===== src/rtl/core/rrits_pkg.sv =====
// ----------------------------------------------------------------------------
// rrits_pkg
// Shared types and codes for the round robin interval task scheduler.
// ----------------------------------------------------------------------------
`timescale 1ns / 1ps

package rrits_pkg;

    localparam int ID_W   = 8;
    localparam int TICK_W = 15;

    localparam logic [TICK_W-1:0] WAIT_MAX = '1;

    // Command codes
    localparam logic [2:0] CMD_TICK     = 3'd0;
    localparam logic [2:0] CMD_ADD      = 3'd1;
    localparam logic [2:0] CMD_DISPATCH = 3'd2;
    localparam logic [2:0] CMD_SLEEP    = 3'd3;
    localparam logic [2:0] CMD_SUSPEND  = 3'd4;
    localparam logic [2:0] CMD_FINISH   = 3'd5;

    // Status codes
    localparam logic [1:0] ST_OK    = 2'd0;
    localparam logic [1:0] ST_FULL  = 2'd1;
    localparam logic [1:0] ST_NONE  = 2'd2;
    localparam logic [1:0] ST_EMPTY = 2'd3;

    typedef struct packed {
        logic [2:0]        cmd;
        logic [ID_W-1:0]   task_id;
        logic [TICK_W-1:0] interval_ticks;
        logic [TICK_W-1:0] sleep_ticks;
    } req_t;

    typedef struct packed {
        logic [1:0]      status;
        logic [ID_W-1:0] chosen_id;
        logic [2:0]      chosen_slot;
        logic [3:0]      tasks_held;
    } rsp_t;

    typedef struct packed {
        logic [ID_W-1:0]   id;
        logic [TICK_W-1:0] interval;
        logic [TICK_W-1:0] waited;
        logic [TICK_W-1:0] sleep;
        logic              suspended;
    } entry_t;

endpackage


===== src/rtl/core/round_robin_interval_task_scheduler.sv =====
// ----------------------------------------------------------------------------
// round_robin_interval_task_scheduler
// Task table in a single-port-write memory, walked one entry at a time by a
// small sequencer for tick, dispatch, sleep, suspend and finish commands.
// ----------------------------------------------------------------------------
//  channel  | direction | handshake          | payload
//  cmd      | in        | cmd_valid/cmd_stall | rrits_pkg::req_t cmd_data
//  res      | out       | res_valid/res_stall | rrits_pkg::rsp_t res_data
//
//  One command at a time; a result per command. Add and empty-table cases go
//  from the start state straight to the done state, which registers the result.
//  Tick walks every entry, finish the entries after the active one, in turn
//  through a read and an evaluate state; dispatch walks the candidates the same
//  way, and sleep and suspend first update the active entry. The registered table memory read sets the pace.
//  Reset clears the task count and active slot; no clearing pass.
//  A new command is taken only after the previous result has been taken.
// ----------------------------------------------------------------------------
`timescale 1ns / 1ps

module round_robin_interval_task_scheduler #(
    parameter int MAX_TASKS = 8
) (
    input  logic            clk,
    input  logic            rst_n,
    input  logic            cmd_valid,
    output logic            cmd_stall,
    input  rrits_pkg::req_t cmd_data,
    output logic            res_valid,
    input  logic            res_stall,
    output rrits_pkg::rsp_t res_data
);
    import rrits_pkg::*;

    localparam int IDX_W = (MAX_TASKS > 1) ? $clog2(MAX_TASKS) : 1;
    localparam int CNT_W = $clog2(MAX_TASKS + 1);

    typedef enum logic [4:0] {
        S_IDLE  = 5'b00001,
        S_START = 5'b00010,
        S_READ  = 5'b00100,
        S_EVAL  = 5'b01000,
        S_DONE  = 5'b10000
    } state_t;

    state_t            state_reg, state_next;
    logic [CNT_W-1:0]  count_reg, count_next;
    logic [IDX_W-1:0]  active_reg, active_next;
    logic              pick_reg, pick_next;
    logic              out_valid_reg, out_valid_next;

    req_t              cmd_reg, cmd_next;
    logic [IDX_W-1:0]  ptr_reg, ptr_next;
    logic [CNT_W-1:0]  steps_reg, steps_next;
    logic [1:0]        status_reg, status_next;
    logic [ID_W-1:0]   chosen_reg, chosen_next;
    rsp_t              out_reg, out_next;

    entry_t            mem [MAX_TASKS];
    entry_t            rd_data_reg;
    logic              mem_we;
    logic [IDX_W-1:0]  mem_waddr;
    entry_t            mem_wdata;

    logic              accept;
    logic [CNT_W-1:0]  act_inc;
    logic [IDX_W-1:0]  start_slot;
    logic [CNT_W-1:0]  ptr_inc;
    logic              eligible;

    assign accept    = cmd_valid && !cmd_stall;
    assign cmd_stall = (state_reg != S_IDLE) || out_valid_reg;
    assign res_valid = out_valid_reg;
    assign res_data  = out_reg;

    // first slot after the active one, modulo the task count
    assign act_inc = CNT_W'(active_reg) + CNT_W'(1);
    always_comb
    begin
        if (count_reg == CNT_W'(1))
        begin
            start_slot = '0;
        end
        else if (act_inc >= count_reg)
        begin
            start_slot = IDX_W'(act_inc - count_reg);
        end
        else
        begin
            start_slot = IDX_W'(act_inc);
        end
    end

    assign ptr_inc  = CNT_W'(ptr_reg) + CNT_W'(1);
    assign eligible = !rd_data_reg.suspended
                      && (rd_data_reg.sleep <= rd_data_reg.waited)
                      && (rd_data_reg.interval <= rd_data_reg.waited);

    always_comb
    begin
        state_next     = state_reg;
        count_next     = count_reg;
        active_next    = active_reg;
        pick_next      = pick_reg;
        out_valid_next = out_valid_reg;
        cmd_next       = cmd_reg;
        ptr_next       = ptr_reg;
        steps_next     = steps_reg;
        status_next    = status_reg;
        chosen_next    = chosen_reg;
        out_next       = out_reg;
        mem_we         = 1'b0;
        mem_waddr      = ptr_reg;
        mem_wdata      = rd_data_reg;

        if (out_valid_reg && !res_stall)
        begin
            out_valid_next = 1'b0;
        end

        case (state_reg)
            S_IDLE:
            begin
                if (accept)
                begin
                    cmd_next   = cmd_data;
                    state_next = S_START;
                end
            end
            S_START:
            begin
                status_next = ST_OK;
                chosen_next = '0;
                pick_next   = 1'b0;
                steps_next  = '0;
                state_next  = S_DONE;
                case (cmd_reg.cmd)
                    CMD_TICK:
                    begin
                        if (count_reg != '0)
                        begin
                            ptr_next   = '0;
                            state_next = S_READ;
                        end
                    end
                    CMD_ADD:
                    begin
                        if (count_reg == CNT_W'(MAX_TASKS))
                        begin
                            status_next = ST_FULL;
                        end
                        else
                        begin
                            mem_we              = 1'b1;
                            mem_waddr           = IDX_W'(count_reg);
                            mem_wdata.id        = cmd_reg.task_id;
                            mem_wdata.interval  = cmd_reg.interval_ticks;
                            mem_wdata.waited    = '0;
                            mem_wdata.sleep     = '0;
                            mem_wdata.suspended = 1'b0;
                            count_next          = count_reg + CNT_W'(1);
                        end
                    end
                    CMD_DISPATCH:
                    begin
                        if (count_reg == '0)
                        begin
                            status_next = ST_EMPTY;
                        end
                        else
                        begin
                            pick_next  = 1'b1;
                            ptr_next   = start_slot;
                            state_next = S_READ;
                        end
                    end
                    CMD_SLEEP:
                    begin
                        if (count_reg == '0)
                        begin
                            status_next = ST_EMPTY;
                        end
                        else if (CNT_W'(active_reg) < count_reg)
                        begin
                            ptr_next   = active_reg;
                            state_next = S_READ;
                        end
                        else
                        begin
                            pick_next  = 1'b1;
                            ptr_next   = start_slot;
                            state_next = S_READ;
                        end
                    end
                    CMD_SUSPEND:
                    begin
                        if (count_reg == '0)
                        begin
                            status_next = ST_EMPTY;
                        end
                        else if (CNT_W'(active_reg) < count_reg)
                        begin
                            ptr_next   = active_reg;
                            state_next = S_READ;
                        end
                    end
                    CMD_FINISH:
                    begin
                        if (count_reg == '0)
                        begin
                            status_next = ST_EMPTY;
                        end
                        else if (CNT_W'(active_reg) < count_reg)
                        begin
                            if (act_inc == count_reg)
                            begin
                                count_next = count_reg - CNT_W'(1);
                            end
                            else
                            begin
                                ptr_next   = IDX_W'(act_inc);
                                state_next = S_READ;
                            end
                        end
                    end
                    default:
                    begin
                    end
                endcase
            end
            S_READ:
            begin
                state_next = S_EVAL;
            end
            S_EVAL:
            begin
                if (pick_reg)
                begin
                    if (eligible)
                    begin
                        mem_we           = 1'b1;
                        mem_wdata.waited = '0;
                        mem_wdata.sleep  = '0;
                        active_next      = ptr_reg;
                        chosen_next      = rd_data_reg.id;
                        state_next       = S_DONE;
                    end
                    else if (steps_reg + CNT_W'(1) == count_reg)
                    begin
                        status_next = ST_NONE;
                        state_next  = S_DONE;
                    end
                    else
                    begin
                        steps_next = steps_reg + CNT_W'(1);
                        ptr_next   = (ptr_inc == count_reg) ? '0 : IDX_W'(ptr_inc);
                        state_next = S_READ;
                    end
                end
                else
                begin
                    case (cmd_reg.cmd)
                        CMD_TICK:
                        begin
                            mem_we = 1'b1;
                            if (rd_data_reg.waited != WAIT_MAX)
                            begin
                                mem_wdata.waited = rd_data_reg.waited + TICK_W'(1);
                            end
                            if (ptr_inc == count_reg)
                            begin
                                state_next = S_DONE;
                            end
                            else
                            begin
                                ptr_next   = IDX_W'(ptr_inc);
                                state_next = S_READ;
                            end
                        end
                        CMD_SLEEP:
                        begin
                            mem_we           = 1'b1;
                            mem_wdata.waited = '0;
                            mem_wdata.sleep  = cmd_reg.sleep_ticks;
                            pick_next        = 1'b1;
                            ptr_next         = start_slot;
                            state_next       = S_READ;
                        end
                        CMD_SUSPEND:
                        begin
                            mem_we              = 1'b1;
                            mem_wdata.suspended = 1'b1;
                            state_next          = S_DONE;
                        end
                        CMD_FINISH:
                        begin
                            // move this entry down one slot
                            mem_we    = 1'b1;
                            mem_waddr = ptr_reg - IDX_W'(1);
                            if (ptr_inc == count_reg)
                            begin
                                count_next = count_reg - CNT_W'(1);
                                state_next = S_DONE;
                            end
                            else
                            begin
                                ptr_next   = IDX_W'(ptr_inc);
                                state_next = S_READ;
                            end
                        end
                        default:
                        begin
                            state_next = S_DONE;
                        end
                    endcase
                end
            end
            S_DONE:
            begin
                out_next.status      = status_reg;
                out_next.chosen_id   = (status_reg == ST_OK) ? chosen_reg : '0;
                out_next.chosen_slot = 3'(active_reg);
                out_next.tasks_held  = 4'(count_reg);
                out_valid_next       = 1'b1;
                state_next           = S_IDLE;
            end
            default:
            begin
                state_next = S_IDLE;
            end
        endcase
    end

    always_ff @(posedge clk or negedge rst_n)
    begin
        if (!rst_n)
        begin
            state_reg     <= S_IDLE;
            count_reg     <= '0;
            active_reg    <= '0;
            pick_reg      <= 1'b0;
            out_valid_reg <= 1'b0;
        end
        else
        begin
            state_reg     <= state_next;
            count_reg     <= count_next;
            active_reg    <= active_next;
            pick_reg      <= pick_next;
            out_valid_reg <= out_valid_next;
        end
    end

    always_ff @(posedge clk)
    begin
        cmd_reg    <= cmd_next;
        ptr_reg    <= ptr_next;
        steps_reg  <= steps_next;
        status_reg <= status_next;
        chosen_reg <= chosen_next;
        out_reg    <= out_next;
    end

    // task table
    always_ff @(posedge clk)
    begin
        if (mem_we)
        begin
            mem[mem_waddr] <= mem_wdata;
        end
        rd_data_reg <= mem[ptr_reg];
    end

endmodule


===== config.mk =====
export PLATFORM = sky130hd
export DESIGN_NAME = round_robin_interval_task_scheduler
export DESIGN_NICKNAME = d
export VERILOG_FILES = /design/src/rtl/core/rrits_pkg.sv /design/src/rtl/core/round_robin_interval_task_scheduler.sv
export SDC_FILE = /design/constraint.sdc
export NUM_CORES = 1
export LEC_CHECK = 0
export ABC_AREA = 1
export BUFFER_PORTS_ARGS = -buffer_cell sky130_fd_sc_hd__buf_4
export CAP_MARGIN = 20
export CELL_PAD_IN_SITES_DETAIL_PLACEMENT = 2
export CELL_PAD_IN_SITES_GLOBAL_PLACEMENT = 2
export CORE_MARGIN = 5
export CORE_UTILIZATION = 39
export DETAILED_ROUTE_END_ITERATION = 6
export GPL_TIMING_DRIVEN = 0
export PLACE_DENSITY_LB_ADDON = 0.1
export SYNTH_ARGS = -nofsm -noshare
export SYNTH_HDL_FRONTEND = slang
export SYNTH_SLANG_ARGS = --single-unit

===== constraint.sdc =====
create_clock -name clk -period 4.3 [get_ports clk]
set_input_delay 0.645 -clock clk [delete_from_list [all_inputs] [get_ports clk]]
set_output_delay 0.645 -clock clk [all_outputs]
set_load 0.01 [all_outputs]

==> results.yml <==
routing:
  drcViolationCount: 0
  drt-initial-drc-count: 1386
  routed_wl_mm: 83.7
  viasPerCell: 5.56
  firstDrtPassIters: 5
  drt-wirelength-per-cell_um: 26.4
  antenna_left: 0
  dr_total_vias: 17579
synthesis:
  mappedNetlistNets: 2209
  synth_top_family_by_area: "simple AND/OR/NAND/NOR gates"
  synthDistinctLibCells: 51
  synth-xor-area-share_pct: 0.688
  synth_top_cells_by_area: "edfxtp_1 (63%), nor2_1 (7.1%), o21ai_0 (5.1%), dfxtp_1 (4.5%), nand2_1 (3.7%)"
  synth-seq-cells: 575
  synth_compound_area_share_pct: 10.5
  syn_inst: 2118
  netlist.area_leader.share_pct: 62.9
  synth_area_per_cell_um2: 11.4
  synthAdderAreaFrac_pct: 2.41
  syn_area_mm2: 0.0242
  synth.area.mux_share_pct: 0
  ys_warn_count: 0
  synth_simple_gate_area_share_pct: 13.7
  yosysSeqAreaShare_pct: 68.8
  synth_top_area_cell: "edfxtp_1"
placed_design:
  gp_routability_congestion: 0.847
  place_hpwl_mm: 56.9
  io_buffers: 63
  post-place-ws_ns: -0.623
  dp_cells: 3037
clock_network:
  clockBufferDepth: 3
  clkLatencyLatePin_ns: 0.63
  cts_sinks: 575
  clockRootBuffer: "clkbuf_16"
  clk_pin_slew_ns: 0.06
  cts_buffers: 60
  htree_num_levels: 2
  cts_tree: "yes"
finish:
  n_antenna_cell: 0
  layout_common_cells: "edfxtp_1 (507), nor2_1 (447), o21ai_0 (248)"
  area_delta_synth_final_pct: 16.6
  largest_reg_flops: 432
  drive_above_1_share_pct: 12.8
  layout.cells.non_filler: 3164
  nets: 2367
  final_common_cell: "edfxtp_1"
timing:
  fin_ws_ns: 0.145
  tightest_slew_ns: 1.20
  finalMaxSlewViolations: 0
  rsz0062_at_grt: "false"
  fmax_mhz: 241
  fin_skew_ns: 0.0192
  layout_min_cycle_time_ns: 4.15
  slew_headroom_pct: 19.9
  hold_violations: 0
  period_share_pct: 96.6
  setup_viol: 0
critical_path:
  r2r_setup_slack_ns: 0.15
  r2r_end: "mem[0][18]$_DFFE_PP_"
  crit_buf_inv: 3
  critPathTopFamily: "buffers and inverters"
  end_kind: "flip-flop"
  path_max_fanout: 21
  start_kind: "flip-flop"
  critical_path.slowest_cell: "buf_1"
  path_class: "flip-flop to flip-flop"
  required_ns: 4.62
  r2r_cells: 10
  cp.arrival_ns: 4.47
  crit_top_cell: "nand2_1"
  path_cells: "inv_1 -> buf_1 -> ha_1 -> nand2_1 -> nor2_1 -> o21ai_2 -> a21oi_2 -> nand2_1 -> nor2_4 -> buf_12"
  r2r-start: "ptr_reg[1]$_DFFE_PP_"
  slowest_delay_ns: 0.75
  cp.depth: 10
power:
  power.density_mw_per_mm2: 531
  leakage_nw: 10.3
  power_mw: 15.0
  ir_worst_vdd_v: 0.000371
grt:
  grt_overflow: 0
  grt_start_max_net_pins: 27
  grt_first_pass_wirelength_mm: 124
  antenna_found_initial: 0
  grt.total_usage_pct: 24.5
  grt_pass1_vias: 19194
min_path:
  hold_path.class: "input port to flip-flop"
  hold_start: "cmd_data[28]"
  min_to: "cmd_reg[28]$_DFFE_PP_"
  hold_depth: 1
floorplan:
  die-width_um: 259
  core_area_mm2: 0.0616
  rows: 91
  io_pins: 64
  initial_utilization_pct: 39.3
  dieArea_mm2: 0.0671
  die_h_um: 259
flow_run:
  cap_violations: 0
status:
  outcome: "complete, no violations"
[worst reg2reg max path: cells and delay by family, from the launching register on]
family                     cells  cell delay, ns
buffers and inverters          3            1.68
and+or+nand+nor                4            1.06
DFF                            1            0.45
AOI/OAI and AO/OA              2            0.34
adders and majority gates      1            0.29
[cells in the mapped netlist, drive strengths merged]
cell    instances
inv           117
or2             2
nor4            2
dfrtp          13
nand3b          1
o211ai          9
nand2         249
a211oi          1
a221oi         13
nand3          71
dfstp           1
dfxtp          54
o21bai          1
buf            53
o21a            1
clkbuf         53
edfxtp        507
a22oi           3
nor2          467
a21oi          47
o31ai           2
ha             45
o21ai         257
fa              1
xnor2           5
a31oi          56
and3            1
o22ai          57
xor2           14
a21o            1
nand4           9
nor3            5
[final cells by class]
cell class | instances | area, um2
Sequential cell | 575 | 16700
Fill cell | 6130 | 33400
Multi-Input combinational cell | 1320 | 6680
Buffer | 104 | 482
Timing Repair Buffer | 98 | 1060
Clock inverter | 30 | 178
Clock buffer | 83 | 1660
Tap cell | 837 | 1050
Inverter | 117 | 449
[logic make-up after synthesis]
kind of cell	after synthesis
adders and majority gates	46
DFF	575
buffers and inverters	223
xor gates and xnor gates	19
AOI/OAI and AO/OA	448
and+or+nand+nor	807
[metrics by stage]
stage	setup TNS, ns	cell area, um2	utilization (%)	hold slack, ns
after global placement	-1945.64	25700	41.8	0.429
after detailed placement	-153.52	26200	42.5	0.434
after floorplan	-144.30	24200	-	0.349
after CTS	0	28200	45.8	0.151
final	0	28200	45.8	0.189
after global routing	0	28200	45.8	0.162
[report_power, final]
part           total [mW]  switching (mW)  internal [mW]
clock                4.95            2.20           2.75
combinational        2.99            2.20          0.784
sequential           7.05           0.263           6.79
[per-layer routing]
layer	wire length [um]	GRT usage [%]	share of wire (%)	up-vias
li1	-	-	-	7797
met1	36600	33.1	44	9192
met2	41000	42.3	49	467
met3	3680	2.87	4.4	123
met4	2350	6.67	2.8	0
met5	0	0	0	-
[how the worst max path moves through the flow]
stage | startpoint | slack [ns] | end
finish | ptr_reg[1]$_DFFE_PP_ | 0.15 | mem[0][18]$_DFFE_PP_
global route | ptr_reg[1]$_DFFE_PP_ | 0.09 | mem[0][7]$_DFFE_PP_
CTS | ptr_reg[1]$_DFFE_PP_ | 0.25 | mem[0][7]$_DFFE_PP_
detailed placement | ptr_reg[0]$_DFFE_PP_ | -0.62 | mem[5][28]$_DFFE_PP_
global placement | ptr_reg[0]$_DFFE_PP_ | -4.72 | mem[4][24]$_DFFE_PP_
floorplan | ptr_reg[0]$_DFFE_PP_ | -0.35 | mem[4][0]$_DFFE_PP_
[timing repair]
action / 4_1_cts / 5_1_grt
endpoints found under the setup margin: 432 / 0
hold buffers: 1 / 0
endpoints found under the hold margin: 13 / 0
gates resized for setup: 1 / 0
buffers inserted: 14 / 0
Note: power is estimated with default switching activity, not from simulation.
